==> src/rtl/psre_pkg.sv <==
package psre_pkg;

    localparam int MAX_WIDTH  = 4096;
    localparam int MAX_HEIGHT = 4096;
    localparam int DIM_W      = 13;
    localparam int CFG_IDX_W  = 2;

    localparam logic [CFG_IDX_W-1:0] CFG_WIDTH  = 2'd0;
    localparam logic [CFG_IDX_W-1:0] CFG_HEIGHT = 2'd1;

    localparam logic [31:0] CRC_POLY  = 32'hedb88320;
    localparam logic [31:0] CRC_ONES  = 32'hffffffff;
    localparam logic [16:0] ADLER_MOD = 17'd65521;
    localparam logic [16:0] BLOCK_MAX = 17'd65535;

    // header sequence positions
    localparam logic [5:0] ST_IHDR_TYPE = 6'd12;
    localparam logic [5:0] ST_IDAT_TYPE = 6'd37;
    localparam logic [5:0] ST_HDR_LAST  = 6'd42;
    // trailer sequence positions
    localparam logic [4:0] FN_CRC_FIRST = 5'd4;
    localparam logic [4:0] FN_IEND_TYPE = 5'd12;
    localparam logic [4:0] FN_LAST      = 5'd19;

    typedef enum logic [1:0] {
        K_START,
        K_PIXEL,
        K_LAST,
        K_ERROR
    } t_kind;

    typedef struct packed {
        t_kind       kind;
        logic [31:0] px;    // {red, green, blue, alpha}
    } t_req;

    typedef enum logic [2:0] {
        S_IDLE,
        S_PREP0,
        S_PREP1,
        S_HDR,
        S_PIX,
        S_FIN,
        S_ERR
    } t_state;

    function automatic logic [DIM_W-1:0] clamp_dim(input logic [DIM_W-1:0] v,
                                                   input logic [DIM_W-1:0] maxv);
        logic [DIM_W-1:0] r;
        if (v == '0) r = DIM_W'(1);
        else if (v > maxv) r = maxv;
        else r = v;
        return r;
    endfunction

    function automatic logic [31:0] crc_byte(input logic [31:0] c, input logic [7:0] b);
        logic [31:0] x;
        x = c ^ {24'd0, b};
        for (int k = 0; k < 8; k++) begin
            x = x[0] ? ((x >> 1) ^ CRC_POLY) : (x >> 1);
        end
        return x;
    endfunction

endpackage

==> src/rtl/psre_fifo.sv <==
module psre_fifo (
    input  logic           i_clk,
    input  logic           i_rst_n,
    input  logic           i_push,
    input  psre_pkg::t_req i_data,
    output logic           o_full,
    input  logic           i_pop,
    output logic           o_valid,
    output psre_pkg::t_req o_data
);
    import psre_pkg::*;

    t_req       r_mem [2];
    logic       r_wp, r_rp;
    logic [1:0] r_cnt;

    assign o_full  = (r_cnt == 2'd2);
    assign o_valid = (r_cnt != 2'd0);
    assign o_data  = r_mem[r_rp];

    always_ff @(posedge i_clk) begin
        if (i_push) begin
            r_mem[r_wp] <= i_data;
        end
        if (!i_rst_n) begin
            r_wp  <= 1'b0;
            r_rp  <= 1'b0;
            r_cnt <= 2'd0;
        end else begin
            if (i_push) r_wp <= ~r_wp;
            if (i_pop)  r_rp <= ~r_rp;
            r_cnt <= r_cnt + 2'(i_push) - 2'(i_pop);
        end
    end

endmodule

==> src/rtl/psre_front.sv <==
module psre_front (
    input  logic                      i_clk,
    input  logic                      i_rst_n,
    input  logic                      i_in_valid,
    output logic                      o_in_ready,
    input  logic                      i_mode,
    input  logic [31:0]               i_px,
    input  logic [psre_pkg::DIM_W-1:0] i_width,
    input  logic [psre_pkg::DIM_W-1:0] i_height,
    input  logic                      i_q_full,
    output logic                      o_push,
    output psre_pkg::t_req            o_req
);
    import psre_pkg::*;

    logic                 r_open;
    logic [2*DIM_W-2:0]   r_left;   // pixels still owed by the open image
    logic [DIM_W-1:0]     w_c, h_c;
    logic [2*DIM_W-1:0]   total;

    assign w_c   = clamp_dim(i_width, DIM_W'(MAX_WIDTH));
    assign h_c   = clamp_dim(i_height, DIM_W'(MAX_HEIGHT));
    assign total = w_c * h_c;

    assign o_in_ready = !i_q_full;
    assign o_push     = i_in_valid && !i_q_full;

    always_comb begin
        o_req.px = i_px;
        if (!i_mode) o_req.kind = K_START;
        else if (!r_open) o_req.kind = K_ERROR;
        else if (r_left == (2*DIM_W-1)'(1)) o_req.kind = K_LAST;
        else o_req.kind = K_PIXEL;
    end

    always_ff @(posedge i_clk) begin
        if (!i_rst_n) begin
            r_open <= 1'b0;
            r_left <= '0;
        end else if (o_push) begin
            case (o_req.kind)
                K_START: begin
                    r_open <= 1'b1;
                    r_left <= total[2*DIM_W-2:0];
                end
                K_LAST: begin
                    r_open <= 1'b0;
                    r_left <= '0;
                end
                K_PIXEL: r_left <= r_left - (2*DIM_W-1)'(1);
                default: ;
            endcase
        end
    end

endmodule

==> src/rtl/psre_back.sv <==
module psre_back (
    input  logic                       i_clk,
    input  logic                       i_rst_n,
    input  logic                       i_q_valid,
    input  psre_pkg::t_req             i_q_data,
    output logic                       o_pop,
    input  logic [psre_pkg::DIM_W-1:0] i_width,
    input  logic [psre_pkg::DIM_W-1:0] i_height,
    output logic                       o_out_valid,
    input  logic                       i_out_ready,
    output logic [7:0]                 o_out_byte,
    output logic                       o_last_of_run,
    output logic                       o_file_done,
    output logic                       o_sequence_error
);
    import psre_pkg::*;

    t_state           r_state, n_state;
    logic [5:0]       r_step, n_step;
    logic [31:0]      r_crc, n_crc;
    logic [15:0]      r_alo, n_alo, r_ahi, n_ahi;
    logic [11:0]      r_col, n_col;
    logic [15:0]      r_blk, n_blk;
    logic [26:0]      r_sl, n_sl;
    logic [DIM_W-1:0] r_w, n_w, r_h, n_h;
    logic [26:0]      r_s, n_s;
    logic [31:0]      r_ilen, n_ilen;
    logic [2:0]       r_p, n_p;
    logic [2:0]       r_hidx, n_hidx;
    logic             r_lastpx, n_lastpx;
    logic [31:0]      r_px, n_px;

    logic       e_valid, e_last, e_done, e_err, e_feed, e_reset;
    logic [7:0] e_byte;
    logic       adv;

    logic [31:0] crc_out;
    logic [15:0] blen;
    logic [15:0] binv;
    logic [7:0]  pay;
    logic [16:0] lo_sum, lo_mod, hi_sum, hi_mod;
    logic [10:0] q;
    logic [16:0] rm, rm_fix;
    logic [11:0] nb;
    logic [DIM_W+1:0] w4;

    assign crc_out = ~r_crc;
    assign blen    = (r_sl > 27'(BLOCK_MAX)) ? 16'hffff : r_sl[15:0];
    assign binv    = ~blen;
    assign adv     = e_valid && (!o_out_valid || i_out_ready);
    assign o_pop   = (r_state == S_IDLE) && i_q_valid;

    always_comb begin
        case (r_p)
            3'd1:    pay = r_px[31:24];
            3'd2:    pay = r_px[23:16];
            3'd3:    pay = r_px[15:8];
            3'd4:    pay = r_px[7:0];
            default: pay = 8'd0;    // row filter byte
        endcase
    end

    // next state
    always_comb begin
        n_state = r_state;
        case (r_state)
            S_IDLE: begin
                if (i_q_valid) begin
                    case (i_q_data.kind)
                        K_START: n_state = S_PREP0;
                        K_ERROR: n_state = S_ERR;
                        default: n_state = S_PIX;
                    endcase
                end
            end
            S_PREP0: n_state = S_PREP1;
            S_PREP1: n_state = S_HDR;
            S_HDR:   if (adv && r_step == ST_HDR_LAST) n_state = S_IDLE;
            S_PIX: begin
                if (adv && r_blk != 16'd0 && r_p == 3'd4)
                    n_state = r_lastpx ? S_FIN : S_IDLE;
            end
            S_FIN:   if (adv && r_step[4:0] == FN_LAST) n_state = S_IDLE;
            S_ERR:   if (adv) n_state = S_IDLE;
            default: n_state = S_IDLE;
        endcase
    end

    // emitted byte and datapath
    always_comb begin
        e_valid = 1'b0; e_byte = 8'd0; e_last = 1'b0; e_done = 1'b0;
        e_err = 1'b0; e_feed = 1'b0; e_reset = 1'b0;
        n_step = r_step; n_crc = r_crc; n_alo = r_alo; n_ahi = r_ahi;
        n_col = r_col; n_blk = r_blk; n_sl = r_sl; n_w = r_w; n_h = r_h;
        n_s = r_s; n_ilen = r_ilen; n_p = r_p; n_hidx = r_hidx;
        n_lastpx = r_lastpx; n_px = r_px;
        lo_sum = '0; lo_mod = '0; hi_sum = '0; hi_mod = '0;
        q = r_s[26:16];
        rm = {1'b0, r_s[15:0]} + 17'(q);
        rm_fix = rm;
        nb = 12'(q);
        w4 = {r_w, 2'b00} + (DIM_W+2)'(1);
        case (r_state)
            S_IDLE: begin
                if (i_q_valid) begin
                    n_px     = i_q_data.px;
                    n_lastpx = (i_q_data.kind == K_LAST);
                    n_step   = 6'd0;
                    n_hidx   = 3'd0;
                    n_p      = (r_col == 12'd0) ? 3'd0 : 3'd1;
                    // dimensions are latched only by a start
                    if (i_q_data.kind == K_START) begin
                        n_w = clamp_dim(i_width, DIM_W'(MAX_WIDTH));
                        n_h = clamp_dim(i_height, DIM_W'(MAX_HEIGHT));
                    end
                end
            end
            S_PREP0: n_s = 27'(w4) * 27'(r_h);
            S_PREP1: begin
                // s / 65535 rounded up: 2^16 = 65535 + 1
                if (rm >= BLOCK_MAX) begin
                    rm_fix = rm - BLOCK_MAX;
                    nb     = 12'(q) + 12'd1;
                end
                if (rm_fix != 17'd0) nb = nb + 12'd1;
                n_ilen = 32'd6 + 32'(r_s) + 32'(nb) * 32'd5;
            end
            S_HDR: begin
                e_valid = 1'b1;
                e_feed  = (r_step >= ST_IHDR_TYPE && r_step <= 6'd28) ||
                          (r_step >= ST_IDAT_TYPE);
                e_reset = (r_step == ST_IHDR_TYPE) || (r_step == ST_IDAT_TYPE);
                e_last  = (r_step == ST_HDR_LAST);
                case (r_step)
                    6'd0:  e_byte = 8'h89;
                    6'd1:  e_byte = 8'h50;
                    6'd2:  e_byte = 8'h4e;
                    6'd3:  e_byte = 8'h47;
                    6'd4:  e_byte = 8'h0d;
                    6'd5:  e_byte = 8'h0a;
                    6'd6:  e_byte = 8'h1a;
                    6'd7:  e_byte = 8'h0a;
                    6'd11: e_byte = 8'h0d;
                    6'd12: e_byte = 8'h49;
                    6'd13: e_byte = 8'h48;
                    6'd14: e_byte = 8'h44;
                    6'd15: e_byte = 8'h52;
                    6'd18: e_byte = 8'(r_w[DIM_W-1:8]);
                    6'd19: e_byte = r_w[7:0];
                    6'd22: e_byte = 8'(r_h[DIM_W-1:8]);
                    6'd23: e_byte = r_h[7:0];
                    6'd24: e_byte = 8'h08;
                    6'd25: e_byte = 8'h06;
                    6'd29: e_byte = crc_out[31:24];
                    6'd30: e_byte = crc_out[23:16];
                    6'd31: e_byte = crc_out[15:8];
                    6'd32: e_byte = crc_out[7:0];
                    6'd33: e_byte = r_ilen[31:24];
                    6'd34: e_byte = r_ilen[23:16];
                    6'd35: e_byte = r_ilen[15:8];
                    6'd36: e_byte = r_ilen[7:0];
                    6'd37: e_byte = 8'h49;
                    6'd38: e_byte = 8'h44;
                    6'd39: e_byte = 8'h41;
                    6'd40: e_byte = 8'h54;
                    6'd41: e_byte = 8'h78;
                    6'd42: e_byte = 8'h01;
                    default: e_byte = 8'h00;
                endcase
                if (adv) begin
                    n_step = r_step + 6'd1;
                    if (r_step == ST_HDR_LAST) begin
                        n_alo = 16'd1; n_ahi = 16'd0; n_col = 12'd0;
                        n_blk = 16'd0; n_sl = r_s;
                    end
                end
            end
            S_PIX: begin
                e_valid = 1'b1;
                e_feed  = 1'b1;
                if (r_blk == 16'd0) begin
                    // stored block header
                    case (r_hidx)
                        3'd0:    e_byte = (r_sl <= 27'(BLOCK_MAX)) ? 8'd1 : 8'd0;
                        3'd1:    e_byte = blen[7:0];
                        3'd2:    e_byte = blen[15:8];
                        3'd3:    e_byte = binv[7:0];
                        default: e_byte = binv[15:8];
                    endcase
                    if (adv) begin
                        if (r_hidx == 3'd4) begin
                            n_hidx = 3'd0;
                            n_blk  = blen;
                        end else begin
                            n_hidx = r_hidx + 3'd1;
                        end
                    end
                end else begin
                    e_byte = pay;
                    e_last = (r_p == 3'd4) && !r_lastpx;
                    lo_sum = {1'b0, r_alo} + 17'(pay);
                    lo_mod = (lo_sum >= ADLER_MOD) ? lo_sum - ADLER_MOD : lo_sum;
                    hi_sum = {1'b0, r_ahi} + lo_mod;
                    hi_mod = (hi_sum >= ADLER_MOD) ? hi_sum - ADLER_MOD : hi_sum;
                    if (adv) begin
                        n_alo = lo_mod[15:0];
                        n_ahi = hi_mod[15:0];
                        n_blk = r_blk - 16'd1;
                        n_sl  = r_sl - 27'd1;
                        n_p   = r_p + 3'd1;
                        if (r_p == 3'd4) begin
                            n_step = 6'd0;
                            n_col  = ({1'b0, r_col} + 13'd1 >= r_w) ? 12'd0
                                                                     : r_col + 12'd1;
                        end
                    end
                end
            end
            S_FIN: begin
                e_valid = 1'b1;
                e_feed  = (r_step[4:0] < FN_CRC_FIRST) ||
                          (r_step[4:0] >= FN_IEND_TYPE && r_step[4:0] < 5'd16);
                e_reset = (r_step[4:0] == FN_IEND_TYPE);
                e_last  = (r_step[4:0] == FN_LAST);
                e_done  = e_last;
                case (r_step[4:0])
                    5'd0:  e_byte = r_ahi[15:8];
                    5'd1:  e_byte = r_ahi[7:0];
                    5'd2:  e_byte = r_alo[15:8];
                    5'd3:  e_byte = r_alo[7:0];
                    5'd4:  e_byte = crc_out[31:24];
                    5'd5:  e_byte = crc_out[23:16];
                    5'd6:  e_byte = crc_out[15:8];
                    5'd7:  e_byte = crc_out[7:0];
                    5'd12: e_byte = 8'h49;
                    5'd13: e_byte = 8'h45;
                    5'd14: e_byte = 8'h4e;
                    5'd15: e_byte = 8'h44;
                    5'd16: e_byte = crc_out[31:24];
                    5'd17: e_byte = crc_out[23:16];
                    5'd18: e_byte = crc_out[15:8];
                    5'd19: e_byte = crc_out[7:0];
                    default: e_byte = 8'h00;
                endcase
                if (adv) n_step = r_step + 6'd1;
            end
            S_ERR: begin
                e_valid = 1'b1;
                e_err   = 1'b1;
                e_last  = 1'b1;
            end
            default: ;
        endcase
        if (adv && e_feed) n_crc = crc_byte(e_reset ? CRC_ONES : r_crc, e_byte);
    end

    always_ff @(posedge i_clk) begin
        r_step <= n_step; r_w <= n_w; r_h <= n_h; r_s <= n_s; r_ilen <= n_ilen;
        r_p <= n_p; r_lastpx <= n_lastpx; r_px <= n_px;
        if (adv) begin
            o_out_byte       <= e_byte;
            o_last_of_run    <= e_last;
            o_file_done      <= e_done;
            o_sequence_error <= e_err;
        end
        if (!i_rst_n) begin
            r_state     <= S_IDLE;
            r_crc       <= CRC_ONES;
            r_alo       <= 16'd1;
            r_ahi       <= 16'd0;
            r_col       <= 12'd0;
            r_blk       <= 16'd0;
            r_sl        <= 27'd0;
            r_hidx      <= 3'd0;
            o_out_valid <= 1'b0;
        end else begin
            r_state <= n_state;
            r_crc   <= n_crc;
            r_alo   <= n_alo;
            r_ahi   <= n_ahi;
            r_col   <= n_col;
            r_blk   <= n_blk;
            r_sl    <= n_sl;
            r_hidx  <= n_hidx;
            if (adv) o_out_valid <= 1'b1;
            else if (i_out_ready) o_out_valid <= 1'b0;
        end
    end

endmodule

==> src/rtl/png_stored_rgba_encoder_top.sv <==
// PNG encoder for RGBA8 images using stored (uncompressed) deflate blocks.
// A start request (mode 0) emits the signature, IHDR with its CRC, the IDAT
// length and type and the zlib header: 43 bytes. The request is fetched from
// the queue and the IDAT length is worked out in S_PREP0 and S_PREP1 before
// the header streams.
// A pixel request (mode 1) emits an optional filter byte, the four channel
// bytes and a 5-byte stored block header before the first payload byte and
// each time 65535 payload bytes have passed: one byte per cycle while
// the output is not stalled, through the serial CRC-32 and, for payload
// bytes, Adler-32. Each request is first fetched from the queue. The last
// pixel of the image adds 20 trailer bytes (Adler, IDAT CRC, IEND). A pixel
// with no image open gives one byte with o_sequence_error set.
// Width and height (registers 0 and 1, clamped to 1..4096) are sampled when
// a start request is taken; write them only while the block is idle.
module png_stored_rgba_encoder_top (
    input  logic                          i_clk,
    input  logic                          i_rst_n,
    // configuration write channel
    input  logic                          i_cfg_valid,
    output logic                          o_cfg_ready,
    input  logic [psre_pkg::CFG_IDX_W-1:0] i_cfg_index,
    input  logic [psre_pkg::DIM_W-1:0]    i_cfg_data,
    // request channel
    input  logic                          i_in_valid,
    output logic                          o_in_ready,
    input  logic                          i_mode,
    input  logic [7:0]                    i_red,
    input  logic [7:0]                    i_green,
    input  logic [7:0]                    i_blue,
    input  logic [7:0]                    i_alpha,
    // byte output channel
    output logic                          o_out_valid,
    input  logic                          i_out_ready,
    output logic [7:0]                    o_out_byte,
    output logic                          o_last_of_run,
    output logic                          o_file_done,
    output logic                          o_sequence_error
);
    import psre_pkg::*;

    logic [DIM_W-1:0] r_width, r_height;
    logic             q_full, q_push, q_pop, q_valid;
    t_req             q_in, q_out;

    assign o_cfg_ready = 1'b1;

    always_ff @(posedge i_clk) begin
        if (!i_rst_n) begin
            r_width  <= DIM_W'(1);
            r_height <= DIM_W'(1);
        end else if (i_cfg_valid) begin
            case (i_cfg_index)
                CFG_WIDTH:  r_width  <= i_cfg_data;
                CFG_HEIGHT: r_height <= i_cfg_data;
                default: ;  // unused index, ignored
            endcase
        end
    end

    // front: takes requests, tracks open image, classifies
    psre_front u_front (
        .i_clk      (i_clk),
        .i_rst_n    (i_rst_n),
        .i_in_valid (i_in_valid),
        .o_in_ready (o_in_ready),
        .i_mode     (i_mode),
        .i_px       ({i_red, i_green, i_blue, i_alpha}),
        .i_width    (r_width),
        .i_height   (r_height),
        .i_q_full   (q_full),
        .o_push     (q_push),
        .o_req      (q_in)
    );

    // two-entry queue decouples front and byte sequencer
    psre_fifo u_fifo (
        .i_clk   (i_clk),
        .i_rst_n (i_rst_n),
        .i_push  (q_push),
        .i_data  (q_in),
        .o_full  (q_full),
        .i_pop   (q_pop),
        .o_valid (q_valid),
        .o_data  (q_out)
    );

    // back: byte sequencer with CRC/Adler and output register
    psre_back u_back (
        .i_clk            (i_clk),
        .i_rst_n          (i_rst_n),
        .i_q_valid        (q_valid),
        .i_q_data         (q_out),
        .o_pop            (q_pop),
        .i_width          (r_width),
        .i_height         (r_height),
        .o_out_valid      (o_out_valid),
        .i_out_ready      (i_out_ready),
        .o_out_byte       (o_out_byte),
        .o_last_of_run    (o_last_of_run),
        .o_file_done      (o_file_done),
        .o_sequence_error (o_sequence_error)
    );

endmodule

==> config.mk <==
export PLATFORM = sky130hd
export DESIGN_NAME = png_stored_rgba_encoder_top
export DESIGN_NICKNAME = d
export VERILOG_FILES = /design/src/rtl/psre_pkg.sv /design/src/rtl/psre_fifo.sv /design/src/rtl/psre_front.sv /design/src/rtl/psre_back.sv /design/src/rtl/png_stored_rgba_encoder_top.sv
export SDC_FILE = /design/constraint.sdc
export NUM_CORES = 2
export LEC_CHECK = 0
export BUFFER_PORTS_ARGS = -buffer_cell sky130_fd_sc_hd__buf_2
export CORE_MARGIN = 1.5
export CORE_UTILIZATION = 32
export CTS_CLUSTER_SIZE = 20
export DETAILED_ROUTE_END_ITERATION = 6
export GPL_TIMING_DRIVEN = 0
export PLACE_DENSITY = 0.5
export SLEW_MARGIN = 25
export SYNTH_ARGS = -nofsm -noshare
export SYNTH_HDL_FRONTEND = slang
export SYNTH_HIERARCHICAL = 1
export SYNTH_SLANG_ARGS = --single-unit
==> constraint.sdc <==
create_clock -name i_clk -period 8.45 [get_ports i_clk]
set_input_delay 0.845 -clock i_clk [delete_from_list [all_inputs] [get_ports i_clk]]
set_output_delay 0.845 -clock i_clk [all_outputs]
set_load 0.01 [all_outputs]
Word level (Yosys, flattened, before mapping)
Memories as Yosys holds them, arrays and structs flattened. A register that Yosys moved wholly into a read port is not among the register bits. Cells that the tools add are included.

Bits in latches: 0. Memories: 1. Logic and storage cells: 319. Bits in read-only memories: 0. Memory bits (writable): 68. Output and inout bits: 14. Register bits after elaboration: 320.

Bitwise operators: 13. Reduce and logical (&&, ||, !) cells: 61. Divide/modulo/power cells: 0. $lt $le $gt $ge: 14. $add $sub $neg: 21. Shift operators: 0. Multipliers: 3. Multiplexer cells: 97. Equal/unequal tests: 81.

Memories: u_fifo.r_mem (words 2, width 34, rd ports 1, clocked after Yosys merged registers in 1, write ports 1, RTL line psre_fifo.sv:13) `t_req r_mem [2];`.

Operator list (count): two-way mux 32 bit (9); one-hot mux 8 bit (29 select lines) (1); two-way mux 16 bit (14); two-way mux 12 bit (10); inverter 13 -> 14 bit (8); two-way mux 27 bit (4); one-hot mux 16 bit (2 select lines) (3); one-hot mux 8 bit (12 select lines) (1); one-hot mux 25 bit (3 select lines) (1); equality test 6 bit (second input constant) (11); one-hot mux 8 bit (4 select lines) (2); equality test 6 x 5 -> 1 bit (second input constant) (9); one-hot mux 27 bit (2 select lines) (1); two-way mux 13 bit (4); greater-or-equal comparator 17 x 16 -> 1 bit (second input constant) (3); two-way mux 17 bit (3); two-way mux 3 bit (13); subtractor 17 x 16 -> 17 bit (second input constant) (2); adder 32 x 15 -> 32 bit (1); inverter 32 bit (1); XOR 32 x 8 -> 32 bit (1); equality test 6 x 4 -> 1 bit (second input constant) (5); two-way mux 6 bit (5); adder 3 x 27 -> 28 bit (first input constant) (1); 79 further kinds (177).

Longest topological paths before layout
Depth after elaboration: 23. Mapped depth: 37.

Cells and area by module
Netlist, hierarchy kept.

Modules (own cells, without submodules): psre_back (cells an instance 2968, times used 1, seq. area each 6546.3 um2, area each 25440.6 um2); psre_front (cells an instance 997, times used 1, seq. area each 520.5 um2, area each 7678.6 um2); psre_fifo (cells an instance 127, times used 1, seq. area each 2142.1 um2, area each 2836.5 um2); png_stored_rgba_encoder_top (cells an instance 101, times used 1, seq. area each 520.5 um2, area each 1019.7 um2).

Worst setup path before layout
OpenSTA, ideal clock, no wires.

Path kind: register -> register. From: reg u_back.r_s[0]. To: reg u_back.r_ilen[26], data pin. Required time: 8190 ps. Library setup time: 260 ps. Data arrival time: 8076 ps. Stages on the path, launching flop included: 34. Slack: 114 ps. Cell sequence: edfxtp_1 > ha_1 > fa_1 > a211o_1 > a211oi_1 > o211ai_1 > or4b_2 > nand3_1 > nand3_1 > nor3_1 > ha_1 > a31oi_1 > o21ai_1 > o211ai_1 > a2111oi_0 > nand3_1 > mux2_2 > ha_1 > fa_1 > ha_1 > inv_1 > fa_1 > nor2b_1 > o21ai_0 > a21boi_0 > o21ai_0 > a21boi_0 > o21ai_0 > a21boi_0 > o21ai_0 > a21boi_0 > a31o_2 > nand4_1 > xnor2_1.

Word-level cells in the longest chain between the ends: 9.

Ends and longest elaborated chain: start, declared (RTL line psre_back.sv:26) `logic [26:0] r_s, n_s;`; start signal, assigned (RTL line psre_back.sv:258) `r_step <= n_step; r_w <= n_w; r_h <= n_h; r_s <= n_s; r_ilen <= n_ilen;`; adder 16 x 11 -> 17 bit (RTL line psre_back.sv:99) `rm = {1'b0, r_s[15:0]} + 17'(q);`; greater-or-equal comparator 17 x 16 -> 1 bit / subtractor 17 x 16 -> 17 bit (equally long branches) (RTL line psre_back.sv:121, psre_back.sv:122); two-way mux 12 bit / two-way mux 17 bit (equally long branches) (RTL line psre_back.sv:121) `if (rm >= BLOCK_MAX) begin`; two-way mux 12 bit / two-way mux 17 bit (equally long branches) (RTL line psre_back.sv:103) `case (r_state)`; adder 12 x 1 -> 12 bit / nonzero test 17 bit (equally long branches) (RTL line psre_back.sv:125) `if (rm_fix != 17'd0) nb = nb + 12'd1;`; two-way mux 12 bit (RTL line psre_back.sv:125); two-way mux 12 bit (RTL line psre_back.sv:103); multiplier 12 x 3 -> 15 bit (RTL line psre_back.sv:126) `n_ilen = 32'd6 + 32'(r_s) + 32'(nb) * 32'd5;`; adder 32 x 15 -> 32 bit (*) (RTL line psre_back.sv:126); end signal, assigned (RTL line psre_back.sv:258); end, declared (RTL line psre_back.sv:27) `logic [31:0] r_ilen, n_ilen;`.

Every way passes the cells marked *; elsewhere a longest branch is shown, timed or not. The select of a mux whose other input is x is not followed. A chain may end at the register's enable or synchronous reset.

Worst setup path in the final report
From: reg u_back.r_s[16]. To: reg u_back.r_ilen[26], data pin.

Same word-level chain as after synthesis.

==> PnR_summary.wiki <==
{| class="wikitable"
! Metric !! Value
|-
| Port-buffer cells || 33
|-
| Violation count after the first detailed-routing iteration || between 2000 and 2500
|-
| Final weighted congestion of routability-driven global placement || approximately 0.94
|-
| Number of nets still failing antenna checks after routing || 0
|-
| Failing checks || DRC
|-
| Result of the run || complete, but fails checks
|-
| Vias post-DR || around 31000
|-
| Number of clock buffers inserted by TritonCTS || 50
|-
| Number of hold buffers added after CTS || 0
|-
| Height of the die || approximately 340 um
|-
| Fraction of the mapped netlist area in compound gates || about 14%
|-
| Ys Warns || 6
|-
| Total Routing Usage GR || 20.5%
|-
| Root Driver || sky130_fd_sc_hd__clkbuf_16
|-
| Arrival time worst endpoint || about 8.5 ns
|-
| Gate Count Post-Synth || between 4000 and 5000
|-
| Number of global-route vias before repair || between 30000 and 40000
|-
| Flip-flop and latch count after synthesis || approximately 390
|-
| Synth Area in Adders || a little under a quarter
|-
| Fraction of final layout cells with drive strength greater than 1 || between 9 and 10%
|-
| Peak clock frequency supported by timing || ~120 MHz
|-
| Biggest cell delay along the critical path || 0.51 ns
|-
| Area of the core || 0.115 mm^2
|-
| Count of max-cap constraint violations || 0
|-
| Count of nets after finishing || 4913
|-
| Setup crit start kind || flip-flop
|-
| Setup WS pre-CTS || -1.88 ns
|-
| CTS H-tree lvls || 2
|-
| Buffer depth of the longest clock path || 3
|-
| Row cnt || approximately 120
|-
| Post-Syn Nets || 4774
|-
| Finished layout cell area || about 0.042 mm^2
|-
| Post-route clock period utilization || between 90% and 100%
|-
| Simple-gate area share of the yosys netlist || between 15 and 20%
|-
| Library cells used by synthesis || ~110
|-
| TritonCTS clock tree || built
|-
| Fraction of the core area covered by cells at the end of the flow || between 30% and 40%
|-
| Clock latency at the later pin of the worst-skew pair || roughly 0.64 ns
|-
| Area post-placement || ~0.04 mm^2
|-
| I/O pin count || 67
|-
| Area share of xor/xnor cells in the synthesized design || between 5 and 6%
|-
| Final min period || slightly above 8 ns
|-
| Final-layout worst hold slack || slightly above 0.4 ns
|-
| Dominant combinational cell family by area after synthesis || adder cells
|-
| Final routed DRC violation total || 12
|-
| Maximum number of pins on one net before global-route repair || 28
|-
| Main flop type after synthesis || sky130_fd_sc_hd__edfxtp_1
|-
| Type of the worst min-delay path || in -> reg
|-
| Setup clock skew after layout || around 0.037 ns
|-
| Number of fill cells in the layout || about 12000
|-
| Floorplan die area || about 0.12 mm^2
|-
| Global-route wire length before repair || around 190 mm
|-
| Clock Pin Slew Worst Setup and Hold Paths || ~0.06 ns
|-
| Horiz. Die Dim || 343 um
|-
| Cell with the biggest individual delay on the critical path || sky130_fd_sc_hd__or4b_4
|-
| Post-placement cell count || roughly 5800
|-
| Initial antenna violation count || 3
|-
| Final standard cell count with taps included and fillers excluded || a little under 6000
|-
| Multiplexer area fraction after synthesis || ~2.9%
|-
| Clock Sinks || 385
|-
| Post-synth design cell area || 0.0370 mm^2
|-
| Smallest setup slack after layout || about 0.31 ns
|-
| Fin. max-slew vios || 0
|-
| Detailed placement HPWL || around 95 mm
|-
| Final count of hold timing violations || 0
|-
| Post-layout power || approximately 19 mW
|-
| Setup TNS Final || 0 ns
|-
| Avg Synthesized Cell Area || between 8 and 9 um^2
|-
| Initial standard-cell utilization of the core || 32.3%
|-
| Setup Crit Path Kind || reg -> reg
|-
| Slew Limit Headroom || 28.5%
|-
| Required time worst endpoint || ~8.8 ns
|-
| Number of enable-type register cells in the synthesized netlist || just over 200
|-
| Leakage || 17.7 nW
|-
| Final global-route overflow total || 0
|-
| Share of synthesized flip-flops with an asynchronous set or reset || 0%
|-
| Setup repair after global routing missed its margin || true
|-
| Kind of end point of the critical path || flip-flop
|-
| Final WL || 122 mm
|-
| Final setup viols || 0
|-
| Worst IR Drop VDD || between 0.0004 and 0.0005 V
|-
| Maximum fanout along the worst path || 8
|-
| Vias per inst || approximately 5.3
|-
| Share of the yosys chip area belonging to registers || between 20% and 30%
|-
| Layout area overhead || 13.6%
|-
| Length of the first detailed-routing pass in iterations || 7
|-
| PwrDens || around 440 mW/mm^2
|-
| Mean routed wirelength per cell || around 21 um
|-
| Actual transition at the worst max-transition pin || 1.07 ns
|}
==> flip-flops by register name, indices dropped and copies added (netlist names), 2 cells and up, named ones only <==
signal             flops
u_back/r_blk          16
u_back/r_hidx          3
u_fifo/r_cnt           2
u_back/r_step          6
u_back/r_ahi          16
r_width               13
u_fifo/r_mem          68
u_back/r_sl           27
u_back/r_p             3
u_back/o_out_byte      8
u_back/r_state         3
u_back/r_h            13
u_back/r_ilen         28
u_back/r_px           32
u_back/r_s            27
u_back/r_crc          32
u_back/r_col          12
u_front/r_left        25
r_height              13
u_back/r_alo          16
u_back/r_w            13
==> cell usage in the layout, fill, tap and decap left out, types with 122 or more instances in the layout <==
| cell type | count |
|---|---|
| sky130_fd_sc_hd__nand2_1 | 473 |
| sky130_fd_sc_hd__inv_1 | 448 |
| sky130_fd_sc_hd__nor2_1 | 309 |
| sky130_fd_sc_hd__fa_1 | 264 |
| sky130_fd_sc_hd__ha_1 | 251 |
| sky130_fd_sc_hd__edfxtp_1 | 202 |
| sky130_fd_sc_hd__dfxtp_1 | 183 |
| sky130_fd_sc_hd__clkbuf_1 | 170 |
| sky130_fd_sc_hd__o21ai_0 | 156 |
| sky130_fd_sc_hd__a21oi_1 | 148 |
| sky130_fd_sc_hd__xnor2_1 | 122 |
==> synth_stat cells (16+ instances only) <==
cell / instances / share of area (%)
sky130_fd_sc_hd__a211oi_1: 28 / 0.57
sky130_fd_sc_hd__a21boi_0: 30 / 0.61
sky130_fd_sc_hd__a21o_1: 35 / 0.71
sky130_fd_sc_hd__a21oi_1: 160 / 2.2
sky130_fd_sc_hd__a22oi_1: 37 / 0.75
sky130_fd_sc_hd__a31oi_1: 33 / 0.56
sky130_fd_sc_hd__a32oi_1: 20 / 0.47
sky130_fd_sc_hd__and2_1: 98 / 1.7
sky130_fd_sc_hd__and3_1: 38 / 0.64
sky130_fd_sc_hd__buf_4: 34 / 0.69
sky130_fd_sc_hd__clkbuf_1: 173 / 1.8
sky130_fd_sc_hd__dfxtp_1: 183 / 9.9
sky130_fd_sc_hd__edfxtp_1: 202 / 16
sky130_fd_sc_hd__fa_1: 266 / 14
sky130_fd_sc_hd__ha_1: 262 / 8.9
sky130_fd_sc_hd__inv_1: 448 / 4.5
sky130_fd_sc_hd__mux2_4: 30 / 1.2
sky130_fd_sc_hd__mux2i_1: 53 / 1.4
sky130_fd_sc_hd__nand2_1: 475 / 4.8
sky130_fd_sc_hd__nand2b_1: 37 / 0.63
sky130_fd_sc_hd__nand3_1: 115 / 1.6
sky130_fd_sc_hd__nand4_1: 38 / 0.64
sky130_fd_sc_hd__nor2_1: 315 / 3.2
sky130_fd_sc_hd__nor2b_1: 105 / 1.8
sky130_fd_sc_hd__nor3_1: 90 / 1.2
sky130_fd_sc_hd__nor3b_1: 17 / 0.35
sky130_fd_sc_hd__nor4_1: 35 / 0.59
sky130_fd_sc_hd__o211ai_1: 55 / 1.1
sky130_fd_sc_hd__o21a_1: 22 / 0.45
sky130_fd_sc_hd__o21ai_0: 166 / 2.2
sky130_fd_sc_hd__o22ai_1: 22 / 0.37
sky130_fd_sc_hd__or3_1: 22 / 0.37
sky130_fd_sc_hd__or4_1: 16 / 0.32
sky130_fd_sc_hd__xnor2_1: 132 / 3.1
sky130_fd_sc_hd__xor2_1: 85 / 2.0
==> worst paths after layout <==
path	to	cells past startpoint	slack, ns	start
worst min register to register	u_back/r_sl[26]	2	0.50	u_back/r_sl[26]
worst max-delay path	u_back/r_ilen[26]	34	0.31	u_back/r_s[16]
worst max register to register	u_back/r_ilen[26]	34	0.31	u_back/r_s[16]
worst min-delay path	u_fifo/r_mem[0][6]	1	0.41	i_alpha[6]
==> area by class of cell <==
cell class | instances | area (um^2) | area share, %
Clock inverter | 34 | 437 | 1.04
Inverter | 451 | 1690 | 4.03
Tap cell | 1512 | 1890 | 4.50
Multi-Input combinational cell | 3120 | 25100 | 59.7
Clock buffer | 60 | 1350 | 3.22
Sequential cell | 385 | 9730 | 23.2
Timing Repair Buffer | 92 | 688 | 1.64
Antenna cell | 1 | 2.50 | 0.00596
Buffer | 232 | 1110 | 2.65
==> report_power, final <==
group | internal [mW] | leakage, nW | total [mW] | switching (mW)
Clock | 1.42 | 0.861 | 2.34 | 0.914
Sequential | 2.94 | 3.37 | 3.46 | 0.521
Combinational | 5.32 | 13.5 | 12.9 | 7.54
Total | 9.68 | 17.7 | 18.7 | 8.98
==> timing repair <==
action,in CTS,in global routing
gates cloned,0,1
gates resized for setup,58,77
buffers inserted,23,21
pin swaps,14,39
endpoints found under the setup margin,38,32
==> routing by layer <==
metal | GRT usage (%) | part of all wire (%) | wire, um
met5 | 0 | 0 | 0
met4 | 5.48 | 2.6 | 3190
met3 | 2.94 | 5.6 | 6760
met2 | 34.6 | 47 | 57500
met1 | 27.5 | 44 | 54100
==> logic make-up (layout without fill, tap and decap cells) <==
family | Yosys count | in the layout
adders and majority gates | 528 | 528
muxes | 90 | 90
DFF | 385 | 385
AOI/OAI and AO/OA | 786 | 786
buffers and inverters | 688 | 869
other | 1 | 2
and+or+nand+nor | 1486 | 1486
xor gates and xnor gates | 229 | 229
==> critical path: cells and delay by family, from the launching register on <==
kind / cells / cell delay [ns]
flip-flops: 1 / 0.42
XOR/XNOR: 2 / 0.44
adder cells (fa/ha/maj): 7 / 2.32
AND/OR/NAND/NOR: 8 / 1.67
AO/OA/AOI/OAI: 15 / 2.68
buffers and inverters: 2 / 0.30
(Power assumes the default switching activity.)
